[config.mk]
export PLATFORM = sky130hd
export DESIGN_NAME = file_uri_percent_decoder_flat
export DESIGN_NICKNAME = d
export VERILOG_FILES = /design/src/sv/fud_pkg.sv /design/src/sv/fud_if.sv /design/src/sv/fud_step.sv /design/src/sv/file_uri_percent_decoder.sv /design/src/flat_wrapper.sv
export SDC_FILE = /design/constraint.sdc
export NUM_CORES = 1
export LEC_CHECK = 0
export ABC_CLOCK_PERIOD_IN_PS = 5710
export BUFFER_PORTS_ARGS = -buffer_cell sky130_fd_sc_hd__buf_2
export CAP_MARGIN = 0
export CORE_MARGIN = 2
export CORE_UTILIZATION = 40
export CTS_CLUSTER_DIAMETER = 50
export DETAILED_ROUTE_END_ITERATION = 6
export GPL_TIMING_DRIVEN = 0
export SLEW_MARGIN = 20
export SYNTH_ARGS = -nofsm -noshare
export SYNTH_HDL_FRONTEND = slang
export SYNTH_HIERARCHICAL = 1
export SYNTH_SLANG_ARGS = --single-unit
[constraint.sdc]
create_clock -name clk_i -period 5.71 [get_ports clk_i]
set_clock_uncertainty 0.05 [all_clocks]
set_input_delay 0.571 -clock clk_i [delete_from_list [all_inputs] [get_ports clk_i]]
set_output_delay 0.571 -clock clk_i [all_outputs]
set_load 0.05 [all_outputs]
[src/sv/fud_pkg.sv]
// ----------------------------------------------------------------------------
// fud_pkg: shared types and constants of the file URI percent decoder
// Holds the prefix and host text tables, the hex digit decoder and the
// result record passed from the parser step to the output register.
// ----------------------------------------------------------------------------
package fud_pkg;

  localparam int unsigned PrefixLen = 7;
  localparam int unsigned HostLen   = 9;

  localparam logic [7:0] CharSlash   = 8'h2F;
  localparam logic [7:0] CharPercent = 8'h25;

  // One parser result; valid says that the byte step produced a transaction
  typedef struct packed {
    logic       valid;
    logic [7:0] out_byte;
    logic       out_valid;
    logic       out_last;
    logic       rejected;
  } res_t;

  // Characters of "file://"
  function automatic logic [7:0] prefix_char(input logic [2:0] idx);
    logic [7:0] c;
    case (idx)
      3'd0:    c = 8'h66; // f
      3'd1:    c = 8'h69; // i
      3'd2:    c = 8'h6C; // l
      3'd3:    c = 8'h65; // e
      3'd4:    c = 8'h3A; // :
      3'd5:    c = 8'h2F; // /
      3'd6:    c = 8'h2F; // /
      default: c = 8'h00;
    endcase
    return c;
  endfunction

  // Characters of "localhost"
  function automatic logic [7:0] host_char(input logic [3:0] idx);
    logic [7:0] c;
    case (idx)
      4'd0:    c = 8'h6C; // l
      4'd1:    c = 8'h6F; // o
      4'd2:    c = 8'h63; // c
      4'd3:    c = 8'h61; // a
      4'd4:    c = 8'h6C; // l
      4'd5:    c = 8'h68; // h
      4'd6:    c = 8'h6F; // o
      4'd7:    c = 8'h73; // s
      4'd8:    c = 8'h74; // t
      default: c = 8'h00;
    endcase
    return c;
  endfunction

  // Hex digit decode: {bad, nibble}; bad is set for anything but 0-9, a-f, A-F
  function automatic logic [4:0] hex_digit(input logic [7:0] b);
    logic [4:0] r;
    if (b >= 8'h30 && b <= 8'h39) begin
      r = {1'b0, 4'(b - 8'h30)};
    end else if (b >= 8'h61 && b <= 8'h66) begin
      r = {1'b0, 4'(b - 8'h57)};
    end else if (b >= 8'h41 && b <= 8'h46) begin
      r = {1'b0, 4'(b - 8'h37)};
    end else begin
      r = 5'b1_0000;
    end
    return r;
  endfunction

endpackage

[src/sv/fud_if.sv]
// ----------------------------------------------------------------------------
// fud_if: stream channels of the file URI percent decoder
// Input channel carries raw URI bytes, output channel carries decoded
// path bytes and the final verdict. Valid/ready handshake on both.
// ----------------------------------------------------------------------------
interface fud_in_if;
  logic       valid;
  logic       ready;
  logic [7:0] in_byte;
  logic       in_last;

  modport source (output valid, output in_byte, output in_last, input ready);
  modport sink   (input valid, input in_byte, input in_last, output ready);
endinterface

interface fud_out_if;
  logic       valid;
  logic       ready;
  logic [7:0] out_byte;
  logic       out_valid;
  logic       out_last;
  logic       rejected;

  modport source (output valid, output out_byte, output out_valid, output out_last,
                  output rejected, input ready);
  modport sink   (input valid, input out_byte, input out_valid, input out_last,
                  input rejected, output ready);
endinterface

[src/sv/fud_step.sv]
// ----------------------------------------------------------------------------
// fud_step: parser state and single-byte step logic
// Holds the URI parse state and computes, for the byte in the input
// register, the next state and the result transaction it causes.
// ----------------------------------------------------------------------------
module fud_step (
  input  logic          clk_i,
  input  logic          rst_ni,
  input  logic          step_i,
  input  logic [7:0]    byte_i,
  input  logic          last_i,
  output fud_pkg::res_t res_o
);
  import fud_pkg::*;

  typedef enum logic [2:0] {
    PhPrefix = 3'd0,
    PhHost   = 3'd1,
    PhPath   = 3'd2,
    PhHex1   = 3'd3,
    PhHex2   = 3'd4
  } phase_e;

  phase_e     phase_q, phase_d;
  logic [3:0] cnt_q, cnt_d;
  logic [3:0] hi_q, hi_d;
  logic       hi_bad_q, hi_bad_d;
  logic       failed_q, failed_d;

  logic       emit;
  logic [7:0] obyte;
  logic [4:0] hex;
  logic       rej;

  assign hex = hex_digit(byte_i);

  // Parse step for one byte
  always_comb begin
    phase_d  = phase_q;
    cnt_d    = cnt_q;
    hi_d     = hi_q;
    hi_bad_d = hi_bad_q;
    failed_d = failed_q;
    emit     = 1'b0;
    obyte    = 8'h00;

    if (!failed_q) begin
      unique case (phase_q)
        PhPrefix: begin
          if (cnt_q < 4'(PrefixLen) && byte_i == prefix_char(cnt_q[2:0])) begin
            if (cnt_q == 4'(PrefixLen - 1)) begin
              phase_d = PhHost;
              cnt_d   = '0;
            end else begin
              cnt_d = cnt_q + 4'd1;
            end
          end else begin
            failed_d = 1'b1;
          end
        end
        PhHost: begin
          if (byte_i == CharSlash) begin
            if (cnt_q == 4'd0 || cnt_q == 4'(HostLen)) begin
              phase_d = PhPath;
              emit    = 1'b1;
              obyte   = byte_i;
            end else begin
              failed_d = 1'b1;
            end
          end else if (cnt_q < 4'(HostLen) && byte_i == host_char(cnt_q)) begin
            cnt_d = cnt_q + 4'd1;
          end else begin
            failed_d = 1'b1;
          end
        end
        PhPath: begin
          if (byte_i == CharPercent) begin
            phase_d = PhHex1;
          end else begin
            emit  = 1'b1;
            obyte = byte_i;
          end
        end
        PhHex1: begin
          hi_bad_d = hex[4];
          hi_d     = hex[3:0];
          phase_d  = PhHex2;
        end
        PhHex2: begin
          // encoded zero byte and bad digits reject
          if (hi_bad_q || hex[4] || (hi_q == 4'd0 && hex[3:0] == 4'd0)) begin
            failed_d = 1'b1;
          end else begin
            emit    = 1'b1;
            obyte   = {hi_q, hex[3:0]};
            phase_d = PhPath;
          end
        end
        default: failed_d = 1'b1;
      endcase
    end
  end

  // Result of this byte
  assign rej = failed_d || (phase_d != PhPath);

  always_comb begin
    res_o = '0;
    if (last_i) begin
      res_o.valid     = 1'b1;
      res_o.out_last  = 1'b1;
      res_o.rejected  = rej;
      res_o.out_valid = !rej && emit;
      res_o.out_byte  = (!rej && emit) ? obyte : 8'h00;
    end else if (emit && !failed_d) begin
      res_o.valid     = 1'b1;
      res_o.out_valid = 1'b1;
      res_o.out_byte  = obyte;
    end
  end

  // Parse state; the final byte returns everything to reset
  always_ff @(posedge clk_i or negedge rst_ni) begin
    if (!rst_ni) begin
      phase_q  <= PhPrefix;
      cnt_q    <= '0;
      hi_q     <= '0;
      hi_bad_q <= 1'b0;
      failed_q <= 1'b0;
    end else if (step_i) begin
      if (last_i) begin
        phase_q  <= PhPrefix;
        cnt_q    <= '0;
        hi_q     <= '0;
        hi_bad_q <= 1'b0;
        failed_q <= 1'b0;
      end else begin
        phase_q  <= phase_d;
        cnt_q    <= cnt_d;
        hi_q     <= hi_d;
        hi_bad_q <= hi_bad_d;
        failed_q <= failed_d;
      end
    end
  end

endmodule

[src/sv/file_uri_percent_decoder.sv]
// ----------------------------------------------------------------------------
// file_uri_percent_decoder: streaming file URI checker and percent decoder
// Input register, one parser step, output register.
// ----------------------------------------------------------------------------
// Takes one URI byte per cycle and sustains one byte per cycle in both
// directions unless the output stalls. The rate is set by the parser
// state in fud_step, which advances by one byte per unstalled clock.
// Scheme and host bytes, percent signs and the first escape digit give
// no output transaction; every path byte does until the URI fails, and
// the final byte always does, carrying the accept/reject verdict. On a
// reject the consumer drops the path bytes already delivered for that
// URI. Backpressure on the output stalls the whole pipeline.
module file_uri_percent_decoder (
  input  logic      clk_i,
  input  logic      rst_ni,
  fud_in_if.sink    in_i,
  fud_out_if.source out_o
);
  import fud_pkg::*;

  logic       s1_valid_q;
  logic [7:0] s1_byte_q;
  logic       s1_last_q;
  logic       adv;
  res_t       res;
  res_t       out_q;

  // Pipeline moves when the output register is free or being drained
  assign adv        = !out_q.valid || out_o.ready;
  assign in_i.ready = !s1_valid_q || adv;

  // Input register
  always_ff @(posedge clk_i or negedge rst_ni) begin
    if (!rst_ni) begin
      s1_valid_q <= 1'b0;
    end else if (in_i.ready) begin
      s1_valid_q <= in_i.valid;
    end
  end

  always_ff @(posedge clk_i) begin
    if (in_i.ready && in_i.valid) begin
      s1_byte_q <= in_i.in_byte;
      s1_last_q <= in_i.in_last;
    end
  end

  fud_step u_step (
    .clk_i  (clk_i),
    .rst_ni (rst_ni),
    .step_i (s1_valid_q && adv),
    .byte_i (s1_byte_q),
    .last_i (s1_last_q),
    .res_o  (res)
  );

  // Output register
  always_ff @(posedge clk_i or negedge rst_ni) begin
    if (!rst_ni) begin
      out_q <= '0;
    end else if (adv) begin
      if (s1_valid_q) begin
        out_q <= res;
      end else begin
        out_q.valid <= 1'b0;
      end
    end
  end

  assign out_o.valid     = out_q.valid;
  assign out_o.out_byte  = out_q.out_byte;
  assign out_o.out_valid = out_q.out_valid;
  assign out_o.out_last  = out_q.out_last;
  assign out_o.rejected  = out_q.rejected;

endmodule

[src/flat_wrapper.sv]
// flat-port wrapper written by rule: the top's interface ports become plain ports
module file_uri_percent_decoder_flat import fud_pkg::*;
  (clk_i, rst_ni, in_i_valid, in_i_in_byte, in_i_in_last, in_i_ready, out_o_valid, out_o_out_byte, out_o_out_valid, out_o_out_last, out_o_rejected, out_o_ready);
  fud_in_if in_i_i ();
  fud_out_if out_o_i ();
  input  logic clk_i;
  input  logic rst_ni;
  input wire logic [$bits(in_i_i.valid)-1:0] in_i_valid;
  input wire logic [$bits(in_i_i.in_byte)-1:0] in_i_in_byte;
  input wire logic [$bits(in_i_i.in_last)-1:0] in_i_in_last;
  output wire logic [$bits(in_i_i.ready)-1:0] in_i_ready;
  output wire logic [$bits(out_o_i.valid)-1:0] out_o_valid;
  output wire logic [$bits(out_o_i.out_byte)-1:0] out_o_out_byte;
  output wire logic [$bits(out_o_i.out_valid)-1:0] out_o_out_valid;
  output wire logic [$bits(out_o_i.out_last)-1:0] out_o_out_last;
  output wire logic [$bits(out_o_i.rejected)-1:0] out_o_rejected;
  input wire logic [$bits(out_o_i.ready)-1:0] out_o_ready;
  assign in_i_i.valid = in_i_valid;
  assign in_i_i.in_byte = in_i_in_byte;
  assign in_i_i.in_last = in_i_in_last;
  assign in_i_ready = in_i_i.ready;
  assign out_o_valid = out_o_i.valid;
  assign out_o_out_byte = out_o_i.out_byte;
  assign out_o_out_valid = out_o_i.out_valid;
  assign out_o_out_last = out_o_i.out_last;
  assign out_o_rejected = out_o_i.rejected;
  assign out_o_i.ready = out_o_ready;
  file_uri_percent_decoder u_core (.clk_i(clk_i), .rst_ni(rst_ni), .in_i(in_i_i), .out_o(out_o_i));
endmodule
# Word level (Yosys, flattened, before mapping)
# Memory sizes are Yosys's and may differ from the RTL's.
# Cells that the tools add are included.
[op_classes]
eq_ne = 21
n_addsub = 4
shifts = 0
n_mul = 0
n_div = 0
n_reduce_logical = 32
n_bitwise = 0
n_mux = 56
order_cmp = 8
[op_table]
columns = ["operator", "count"]
rows = [
  ["8-bit two-way mux", 11],
  ["7-bit case mux with 6 select lines", 1],
  ["4-bit two-way mux", 9],
  ["3-bit two-way mux", 8],
  ["8-bit case mux with 3 select lines", 1],
  ["10-bit two-way mux", 2],
  ["8-bit by 6-bit == test with 1-bit output, second input constant", 2],
  ["8-bit == test", 2],
  ["8-bit by 7-bit >= comparator with 1-bit output, second input constant", 2],
  ["8-bit by 7-bit <= comparator with 1-bit output, second input constant", 2],
  ["1-bit two-way mux", 16],
  ["5-bit two-way mux", 3],
  ["3-bit case mux with 5 select lines", 1],
  ["3-bit by 2-bit == test with 1-bit output, second input constant", 4],
  ["3-bit == test, second input constant", 4],
  ["4-bit zero test", 3],
  ["3-bit by 2-bit inequality test with 1-bit output, second input constant", 4],
  ["1-bit logical AND", 10],
  ["8-bit by 6-bit >= comparator with 1-bit output, second input constant", 1],
  ["8-bit by 6-bit <= comparator with 1-bit output, second input constant", 1],
  ["4-bit case mux with 2 select lines", 1],
  ["4-bit by 3-bit subtractor with 4-bit output, second input constant", 2],
  ["3-bit by 1-bit == test with 1-bit output, second input constant", 2],
  ["3-bit zero test", 2],
  ["other kinds (18)", 27],
]
[totals]
ram_bits = 0
inputBits = 13
mem_count = 1
rom_bits = 112
ff_bits = 35
latchBits = 0
[memory_table]
columns = ["name", "depth", "width", "read_ports", "rd_ports_with_merged_regs", "write_ports", "line", "source"]
rows = [
  ["(name not given)", 16, 7, 1, 0, 0, "fud_pkg.sv:42", "case (idx)"],
]

# Depth between registers and ports, before layout
# Gate-level depths: netlist of run 1.
[logic_depth]
word_depth = 18
ltp_mapped = 13
depth_no_buf = 11

# Hierarchy
# The synthesis of run 1 kept the hierarchy.
[by_module_without_submodules]
columns = ["mod", "area_each_um2", "cells_each", "seq_area_each_um2", "n_inst"]
rows = [
  ["fud_step", 1730.4, 218, 325.3, 1],
  ["file_uri_percent_decoder", 820.8, 42, 595.6, 1],
]

# Least setup slack after synthesis of run 1
# Ideal clock, no wire load.
[synth_path]
path_type = "flip-flop to flip-flop"
from = "register u_core.u_step.cnt_q[1]"
to = "register u_core.u_step.cnt_q[0]"
synth_period_minus_slack_ns = 3.096
path_slack_ns = 2.614
arrival_time_ns = 2.925
stages_incl_launch_ff = 11
setup_ns = 0.120
n_path_buf = 1
cell_sequence = "dfrtp_1 > clkbuf_1 > inv_1 > ha_1 > o21a_1 > or3_4 > a2111oi_4 > nand4_2 > or4_4 > a2111o_1 > o211a_1"
[synth_via]
elab_chain_cells = 9
[synth_rtl]
columns = ["item", "line", "source"]
rows = [
  ["start, declared", "fud_step.sv:25", "logic [3:0] cnt_q, cnt_d;"],
  ["start signal, assigned", "fud_step.sv:139", "cnt_q <= cnt_d;"],
  ["parallel branches: the longest is 9 deep, another holds memory read 16 x 7 bit", "n/a", ""],
]
# Parallel ways; which one is timed is not known. The select of a mux whose other input is x is not followed.
# A chain may end at the register's enable or synchronous reset.

==> impl_metrics.ini, run 1 <==
[outcome]
status = finished clean

[floorplan]
die_area_mm2 = 0.00703
die_width_um = 83.9
fp.dieH_um = 83.9
initial_core_utilization = 0.409
io_pins = 26
placeable_core_region_mm2 = 0.00624
placement_row_count = 29

[setup_path]
setup.worst_path.start_class = flop
crit_arrival_ps = 3820
timing.setup.critical_path_class = flop to flop
crit_slowest_cell = nor4_1
crit_fanout = 9
path_cells = clkbuf_1 > inv_1 > ha_1 > o21a_1 > or3_4 > a2111oi_4 > and3_2 > a311oi_1 > nor4_1 > a21boi_0 > mux2_2
cp_capture_type = flop
cp_slowest_stage_delay_ps = 510
required_time_of_the_worst_setup_path_ps = 5850

[sta]
finalHoldViolCount = 0
fmax_mhz = 272
worstMarginPinSlew_ps = 760
setup_violations = 0
slew_viol_final = 0
rsz0062_at_grt = false
final.min_clock_period_ps = 3670
finalCritPeriodShare = 0.643
final.setup.tns_ps = 0
layout_setup_ws_ps = 2040
maxSlewHeadroom = 0.488

[clock_network]
postCtsSetupRepairBufs = 0
cts_sinks = 35
clkTransAtPathRegs_ps = 80
cts-hold-fix-buffers = 0
clock_h_tree_levels = 2
clock_tree.root_cell = clkbuf_8
cts_inserted_buffers = 5
clk_latency_ps = 300
post_cts_resize_count = 0
clk_path_buf_depth = 2
clock_tree_from_tritoncts = built

[yosys]
post_synth_num_cell_types = 66
mappedNetlistNets = 283
number_of_instances_in_the_synthesized_netlist = 260
synthDominantAreaCellType = dfrtp_1
synth.yosys.seq_area_share = 0.361
synthesis.yosys.warnings = 6
synthesis.area_mm2 = 0.00255
synth_async_sr_flop_share = 0.743
synth_enable_flop_cells = 9
synth_top_area_frac = 0.255
synth_seq_cells = 35
synth_top_flop_cell = dfrtp_1
netlist_top_cells_area = dfrtp_1, edfxtp_1, mux2_4
post_synth.cell_area_avg_um2 = 9.81

[grt]
grt_max_degree = 27
grt_first_pass_wirelength_um = 10200
number_of_global_route_vias_before_repair = 2028
grt_overflow = 0
track_usage = 0.181
initial_antenna_violation_count = 0

[pwr]
sequential_power_share = 0.469
finalPower_w = 0.000590
p_sw_w = 0.000173
p_sw_frac = 0.294
combPwrFrac = 0.170
power_report.internal_total_w = 0.000417
clkPwrFrac = 0.361
irDropWorstVdd_uv = 116
pwr_density_cell_mw_per_mm2 = 205
p_leak_nw = 1.24

[placed_design]
placement.io_buffers = 25
dpl_worst_slack_ps = 2110
placed_cells_incl_taps = 362
dp.final_hpwl_um = 4480
placer_congestion = 0.862

[route]
drt_wl_total_um = 5960
vias_after_detailed_routing = 2097
avgViaCountPerCell = 5.67
detail_route.iter0.violations = 127
drtAntennaViolNets = 0
detail_route.wl_per_cell_um = 16.1
drt_drc_violations_left = 0
drtPass1Iterations = 4

[cells_and_area]
finish.net_count = 315
antenna_cells = 0
syn2layout_area_growth_pct = 13.0
filler_free_cell_count_of_the_finished_design = 370
drive_above_1_share = 0.229

[worst_hold_path]
min_path_type = input port to async pin

[flow_run]
cap_violations = 0
registers in the layout, summed over array words and instances, names as in the netlist:
name,cells
u_core/s1_valid_q,1
u_core/u_step/cnt_q,4
u_core/u_step/phase_q,3
u_core/u_step/failed_q,1
u_core/out_o.out_byte,8
u_core/out_o.rejected,1
u_core/u_step/hi_q,4
u_core/out_o.out_last,1
u_core/u_step/hi_bad_q,1
u_core/s1_byte_q,8
u_core/out_o.out_valid,1
u_core/out_o.valid,1
u_core/s1_last_q,1
layout make-up:
cell class              instances  area [um^2]
well taps                      77         96.3
repair buffers                 25          125
clock buffers                   6         93.8
plain buffers                  14         77.6
flip-flops and latches         35          921
multi-input cells             196         1500
fillers                       608         3360
clock inverters                 2         17.5
inverters                      15         56.3
worst paths after layout:
kind                                        start                        to  slack [ps]  depth (start not counted)
min reg2reg                 u_core/out_o.rejected     u_core/out_o.rejected         460                          1
max in group asynchronous                  rst_ni  u_core/out_o.out_byte[1]        5020                          1
max                        u_core/u_step/cnt_q[1]     u_core/out_o.rejected        2040                         11
min in group clk_i                   in_i_in_last          u_core/s1_last_q         390                          1
max reg2reg                u_core/u_step/cnt_q[1]     u_core/out_o.rejected        2040                         11
min                                        rst_ni  u_core/out_o.out_byte[6]         210                          1
synthesized netlist by cell type, types with 8 or more instances:
cell type / count
a21oi_1: 10
inv_1: 15
mux2_4: 9
nor2_1: 19
o21ai_0: 16
nand2b_1: 8
edfxtp_1: 9
dfrtp_1: 26
ha_1: 10
nand2_1: 14
xnor2_1: 9
a22oi_1: 8
stage by stage:
| stage | instance area, um^2 | hold WS, ps | utilization |
|---|---|---|---|
| 2_1_floorplan | 2550 | 225 | - |
| 3_3_place_gp | 2770 | 437 | 0.444 |
| 3_5_place_dp | 2770 | 442 | 0.444 |
| 4_1_cts | 2880 | 231 | 0.462 |
| 5_1_grt | 2880 | 257 | 0.462 |
| 6_report | 2880 | 210 | 0.462 |
routing by layer:
layer,up-vias,track usage,routed length [um]
met2,71,0.268,2700
li1,1018,-,-
met3,9,0.0326,250
met1,999,0.264,2910
met5,-,0,0
met4,0,0.0645,95
critical path, delay by kind of cell (launching register included):
| kind | cells | cell delay (ps) |
|---|---|---|
| buffers and inverters | 2 | 500 |
| adders and majority gates | 1 | 300 |
| and+or+nand+nor | 3 | 1100 |
| DFF | 1 | 380 |
| muxes | 1 | 310 |
| AOI/OAI and AO/OA | 4 | 940 |
cells by family after synthesis:
family / Yosys count / share of synthesized area
AO/OA/AOI/OAI: 71 / 0.209
XOR/XNOR: 10 / 0.0343
adder cells (fa/ha/maj): 10 / 0.0490
buffers and inverters: 29 / 0.0525
flip-flops: 35 / 0.361
multiplexers: 15 / 0.0785
AND/OR/NAND/NOR: 90 / 0.216
layout by cell type, fill, tap and decap left out, types with 3 or more instances in the layout:
| cell type | n |
|---|---|
| nor2b_1 | 3 |
| nand2b_1 | 8 |
| a21oi_1 | 10 |
| a211oi_1 | 3 |
| dfrtp_1 | 26 |
| nand2_1 | 14 |
| a21o_1 | 4 |
| nor2_1 | 19 |
| a22oi_1 | 8 |
| and2_1 | 5 |
| nor4_1 | 5 |
| clkbuf_1 | 5 |
| o21ai_0 | 16 |
| nor3_1 | 3 |
| nand3_1 | 6 |
| inv_1 | 15 |
| xnor2_1 | 9 |
| edfxtp_1 | 9 |
| mux2_2 | 4 |
| mux2_4 | 9 |
| clkbuf_8 | 5 |
| ha_1 | 10 |
| o21bai_1 | 3 |
| nor3b_1 | 3 |
| buf_2 | 30 |
| a22o_1 | 4 |
power groups by stage:
stage          combinational (W)  clock, W  sequential (W)
2_1_floorplan          0.0000627         0        0.000290
3_3_place_gp           0.0000990         0        0.000281
3_5_place_dp           0.0000995         0        0.000282
4_1_cts                 0.000100  0.000219        0.000277
5_1_grt                 0.000110  0.000233        0.000278
6_report                0.000100  0.000213        0.000277
(Power assumes the default switching activity.)
==> run 2, diff against run 1 <==
--- a/config.mk
+++ b/config.mk
@@ -5,7 +5,7 @@
 export SDC_FILE = /design/constraint.sdc
 export NUM_CORES = 1
 export LEC_CHECK = 0
-export ABC_CLOCK_PERIOD_IN_PS = 5710
+export ABC_CLOCK_PERIOD_IN_PS = 3560
 export BUFFER_PORTS_ARGS = -buffer_cell sky130_fd_sc_hd__buf_2
 export CAP_MARGIN = 0
 export CORE_MARGIN = 2
==> constraint.sdc (replaced) <==
create_clock -name clk_i -period 3.56 [get_ports clk_i]
set_clock_uncertainty 0.05 [all_clocks]
set_input_delay 0.356 -clock clk_i [delete_from_list [all_inputs] [get_ports clk_i]]
set_output_delay 0.356 -clock clk_i [all_outputs]
set_load 0.05 [all_outputs]
==> run 2 against run 1 <==
The run now ends with negative hold slack left. Core utilization is 0.18 points higher. Die area stayed put. Sequential cell count stayed put. Critical path depth stayed put.
==> impl_metrics.ini, run 2 (synthesized netlist as in run 1, its figures left out) <==
[floorplan]
die_area_mm2 = 0.00703
die_width_um = 83.9
io_pins = 26
placement_row_count = 29
initial_core_utilization = 0.409
placeable_core_region_mm2 = 0.00624
fp.dieH_um = 83.9

[pwr]
p_leak_nw = 1.24
pwr_density_cell_mw_per_mm2 = 327
p_sw_frac = 0.294
irDropWorstVdd_uv = 187
p_sw_w = 0.000279
clkPwrFrac = 0.361
combPwrFrac = 0.171
power_report.internal_total_w = 0.000669
sequential_power_share = 0.469

[setup_path]
r2r_slack_ps = 270
crit_arrival_ps = 3420
setup.worst_path.start_class = flop
cp_slowest_stage_delay_ps = 520
timing.setup.critical_path_class = flop to flop
crit_family = compound AO/OA/AOI/OAI gates
required_time_of_the_worst_setup_path_ps = 3690
path_cells = inv_1 > ha_1 > o21bai_1 > a21oi_2 > mux2i_1 > a41oi_1 > and2_1 > buf_2 > o311a_1 > and2_1 > mux2_4
critical_path.most_common_cell = and2_1
crit_slowest_cell = edfxtp_1
critical_path.n_buffers_inverters = 2
crit_fanout = 10
cp_capture_type = flop

[grt]
initial_antenna_violation_count = 0
track_usage = 0.181
grt_overflow = 0
grt_max_degree = 27
number_of_global_route_vias_before_repair = 2028
grt_first_pass_wirelength_um = 10200

[sta]
setup_violations = 0
slew_viol_final = 0
finalCritPeriodShare = 0.924
final.setup.tns_ps = 0
rsz0062_at_grt = false
fmax_mhz = 304
finalHoldViolCount = 12
worstMarginPinSlew_ps = 761
final.min_clock_period_ps = 3290
maxSlewHeadroom = 0.487
fin_worst_hold_slack_ps = -5.00

[placed_design]
placed_cells_incl_taps = 362
placement.io_buffers = 25
dp.final_hpwl_um = 4480
placer_congestion = 0.862

[route]
drtAntennaViolNets = 0
drtPass1Iterations = 4
drt_wl_total_um = 5960
detail_route.wl_per_cell_um = 16.1
detail_route.iter0.violations = 117
wl_met3_um = 240
drt_drc_violations_left = 0
vias_after_detailed_routing = 2099
met1_length_um = 2890
avgViaCountPerCell = 5.67
route.met2.wl_um = 2730
route.top_layer_used = met4

[cells_and_area]
syn2layout_area_growth_pct = 13.5
fillCellCount = 604
sequential_cell_area_um2 = 921
mostFrequentLayoutCell = buf_2
drive_above_1_share = 0.239
finish.net_count = 315
antenna_cells = 0
filler_free_cell_count_of_the_finished_design = 370
mostFrequentLayoutCells = buf_2, dfrtp_1, nor2_1
multi_input_area_mm2 = 0.00151

[clock_network]
clk_path_buf_depth = 2
clock_tree_from_tritoncts = built
cts_inserted_buffers = 5
clkTransAtPathRegs_ps = 80
cts_sinks = 35
clock_tree.root_cell = clkbuf_8
clk_latency_ps = 300
clock_h_tree_levels = 2
postCtsSetupRepairBufs = 0

[worst_hold_path]
min_path_type = input port to async pin

[outcome]
violations = negative hold slack
status = finished with violations

[flow_run]
cap_violations = 0
[run 2: cell count changes in the layout (fill, tap and decap cells not counted)]
cell,previous run,this run
a21oi_1,10,9
a21oi_2,0,1
clkbuf_1,5,4
clkbuf_2,0,1
nor4_1,5,4
nor4_2,0,1
[run 2: power groups by stage]
stage | registers (W) | clock network, W | logic, W
floorplan | 0.000466 | 0 | 0.000101
global placement | 0.000451 | 0 | 0.000159
detailed placement | 0.000452 | 0 | 0.000160
finish | 0.000444 | 0.000341 | 0.000162
global route | 0.000446 | 0.000374 | 0.000177
CTS | 0.000444 | 0.000351 | 0.000161
[run 2: path summary, 6_finish.rpt]
kind | depth (start not counted) | end | from
worst max-delay path | 11 | u_core/out_o.out_valid | u_core/s1_byte_q[1]
worst min-delay path | 1 | u_core/out_o.out_byte[6] | rst_ni
worst max register to register | 11 | u_core/out_o.out_valid | u_core/s1_byte_q[1]
worst min register to register | 1 | u_core/out_o.rejected | u_core/out_o.rejected
max in group asynchronous | 1 | u_core/out_o.out_byte[1] | rst_ni
min in group clk_i | 1 | u_core/s1_last_q | in_i_in_last
[run 2: cell type report]
type | count | share of cell area
inverter | 15 | 0.0194
clock buffer | 6 | 0.0324
multi-input combinational | 196 | 0.520
buffer | 14 | 0.0272
tap | 77 | 0.0333
timing repair buffer | 25 | 0.0432
sequential | 35 | 0.318
clock inverter | 2 | 0.00605
[run 2: layer usage]
layer | GRT usage | vias to the layer above
met4 | 0.0645 | 0
met1 | 0.264 | 1015
li1 | - | 1019
met2 | 0.268 | 56
met3 | 0.0326 | 9
met5 | 0 | -
[run 2: per-stage QoR]
step	worst slack, ps	cell area [um^2]	util	power [W]
2_1_floorplan	464	2550	-	0.000566
3_3_place_gp	-108	2770	0.444	0.000610
3_5_place_dp	-42.4	2770	0.444	0.000611
4_1_cts	130	2890	0.463	0.000956
5_1_grt	53.1	2900	0.464	0.000996
6_report	269	2900	0.464	0.000947
[run 2: timing repair]
| action | 4_1_cts | 5_1_grt |
|---|---|---|
| pin swaps | 0 | 0 |
| resized for setup | 1 | 3 |
| endpoints found under the setup margin | 1 | 6 |
| hold buffers | 0 | 0 |
==> run 3, diff against run 2 <==
--- a/config.mk
+++ b/config.mk
@@ -5,6 +5,7 @@
 export SDC_FILE = /design/constraint.sdc
 export NUM_CORES = 1
 export LEC_CHECK = 0
+export ABC_AREA = 1
 export ABC_CLOCK_PERIOD_IN_PS = 3560
 export BUFFER_PORTS_ARGS = -buffer_cell sky130_fd_sc_hd__buf_2
 export CAP_MARGIN = 0
==> run 3 against run 2 <==
The flow now finishes without violations. Setup slack improved by 890 ps. First-iteration DRC count grew 41%. Total power is 33% higher. Design area is 4.5% lower. Hold slack improved by 12 ps.
==> impl_metrics.ini, run 3 <==
[setup_path]
reg2reg_to = u_core/u_step/cnt_q[0]
timing.setup.critical_path_class = flop to flop
cp_capture_type = flop
regToRegStartpoint = u_core/u_step/cnt_q[0]
setup.worst_path.start_class = flop
required_time_of_the_worst_setup_path_ps = 3690
r2r_slack_ps = 1160
ff2ff_path_depth = 14
crit_arrival_ps = 2530
crit_fanout = 7

[clock_network]
postCtsSetupRepairBufs = 0
post_cts_resize_count = 0
clk_latency_ps = 290
clk_path_buf_depth = 2
cts_sinks = 35
clock_h_tree_levels = 2
clkTransAtPathRegs_ps = 80
cts_inserted_buffers = 5
cts-hold-fix-buffers = 0
clock_tree.root_cell = clkbuf_8
clock_tree_from_tritoncts = built

[pwr]
clkPwrFrac = 0.260
p_leak_nw = 1.43
pwr_density_cell_mw_per_mm2 = 455
power_report.internal_total_w = 0.000768
p_sw_w = 0.000490
combPwrFrac = 0.351
p_sw_frac = 0.389
finalPower_w = 0.00126
irDropWorstVdd_uv = 230
sequential_power_share = 0.389

[yosys]
netlist_top_cells_area = dfrtp_1, nand2_1, edfxtp_1
synthDominantAreaCellType = dfrtp_1
synth_commonest_cells = nand2_1, nand3_1, inv_1
mappedNetlistNets = 365
synth_most_common_cell = nand2_1
post_synth.cell_area_avg_um2 = 7.13
synthesis.yosys.warnings = 6
synth_async_sr_flop_share = 0.743
synth_top_flop_cell = dfrtp_1
synth_seq_cells = 35
synth_enable_flop_cells = 9
synthesis.area_mm2 = 0.00244
synth_top_area_frac = 0.267
synth.yosys.seq_area_share = 0.377
number_of_instances_in_the_synthesized_netlist = 342
post_synth_num_cell_types = 34

[cells_and_area]
finish.net_count = 397
sequential_cell_area_um2 = 921
fillCellCount = 615
syn2layout_area_growth_pct = 13.4
post-route-util = 0.467
multi_input_area_mm2 = 0.00132
antenna_cells = 0
mostFrequentLayoutCell = nand2_1
mostFrequentLayoutCells = nand2_1, nand3_1, inv_1
drive_above_1_share = 0.171

[route]
vias_after_detailed_routing = 2298
drtAntennaViolNets = 0
detail_route.wl_per_cell_um = 12.6
drt_wl_total_um = 5690
detail_route.iter0.violations = 165
avgViaCountPerCell = 5.11
drt_drc_violations_left = 0
drtPass1Iterations = 4

[sta]
finalCritPeriodShare = 0.675
worstMarginPinSlew_ps = 570
setup_violations = 0
slew_viol_final = 0
fmax_mhz = 416
maxSlewHeadroom = 0.620
final.setup.tns_ps = 0
final.min_clock_period_ps = 2400
finalHoldViolCount = 0
rsz0062_at_grt = false

[worst_hold_path]
min_path_type = input port to async pin

[grt]
use_met2 = 0.284
grt_overflow = 0
initial_antenna_violation_count = 0
grt_max_degree = 27
grt_first_pass_wirelength_um = 9780
grt_use_met3 = 0.0380
grt_use_met1 = 0.276
track_usage = 0.192
grt_busiest_layer = met2
number_of_global_route_vias_before_repair = 2114

[floorplan]
initial_core_utilization = 0.412
fp.dieH_um = 82.1
io_pins = 26
placeable_core_region_mm2 = 0.00592
die_area_mm2 = 0.00674
placement_row_count = 28
die_width_um = 82.1

[placed_design]
placement.io_buffers = 25
placer_congestion = 0.868
dp.final_hpwl_um = 4440

[outcome]
status = finished clean

[flow_run]
cap_violations = 0
run 3: cell count changes in the layout (fill, tap and decap cells not counted), sizes merged, moves of 11 or more:
| cell | before | now |
|---|---|---|
| mux2 | 13 | 0 |
| nand2 | 15 | 126 |
| a21oi | 10 | 21 |
| inv | 16 | 38 |
| nand3 | 6 | 42 |
run 3: final cells by class:
| type | count | area share |
|---|---|---|
| Sequential cell | 35 | 0.333 |
| Timing Repair Buffer | 25 | 0.0452 |
| Clock inverter | 2 | 0.00498 |
| Multi-Input combinational cell | 260 | 0.477 |
| Buffer | 8 | 0.0190 |
| Clock buffer | 6 | 0.0339 |
| Tap cell | 75 | 0.0339 |
| Inverter | 39 | 0.0529 |
run 3: through the flow:
stage                     cell area, um^2  cells  hold WS, ps  setup slack, ps
after floorplan                      2440    342         10.4             1550
after global placement               2660    442          342             1230
after detailed placement             2660    442          339             1170
after CTS                            2770    450         24.1             1140
after global routing                 2770    450         55.9              862
final                                2770    450         7.50             1160
run 3: kinds of logic (layout without fill, tap and decap cells):
family / after synthesis / in the layout / share of synthesized area
adder cells (fa/ha/maj): 10 / 10 / 0.0513
buffers and inverters: 47 / 80 / 0.0815
flip-flops: 35 / 35 / 0.377
AO/OA/AOI/OAI: 42 / 42 / 0.101
XOR/XNOR: 4 / 4 / 0.0144
AND/OR/NAND/NOR: 204 / 204 / 0.374
run 3: power groups by stage:
stage | registers [W] | clock network, W | logic [W]
after floorplan | 0.000505 | 0 | 0.000323
after global placement | 0.000496 | 0 | 0.000432
after detailed placement | 0.000495 | 0 | 0.000439
after CTS | 0.000488 | 0.000338 | 0.000442
after global routing | 0.000495 | 0.000355 | 0.000507
final | 0.000489 | 0.000327 | 0.000442
run 3: per-layer routing:
layer,vias up,wire [um]
met4,0,99
met5,-,0
li1,1177,-
met3,9,259
met1,1062,2760
met2,50,2570
run 3: worst max-delay path: stages (launching register included):
cell and delay, ps:
dfrtp_1 480, inv_1 130, ha_1 240, o21ai_2 270, nand3_1 220, nand2_1 120
nand2_1 60, a21oi_1 140, nand2_1 110, nand2_1 90, nand3_1 80, nand2_2 110
nand2_2 80, nand2_1 70, nand2_1 50
run 3: how the worst max path moves through the flow:
stage	endpoint	depth (start not counted)	slack, ps	start
3_3_place_gp	u_core/u_step/cnt_q[3]	14	1230	u_core/u_step/cnt_q[0]
4_1_cts	u_core/u_step/cnt_q[0]	14	1140	u_core/u_step/cnt_q[0]
3_5_place_dp	u_core/u_step/cnt_q[0]	14	1170	u_core/u_step/cnt_q[0]
5_1_grt	u_core/u_step/cnt_q[1]	14	860	u_core/u_step/cnt_q[0]
2_1_floorplan	u_core/u_step/cnt_q[0]	14	1550	u_core/u_step/cnt_q[0]
6_report	u_core/u_step/cnt_q[0]	14	1160	u_core/u_step/cnt_q[0]
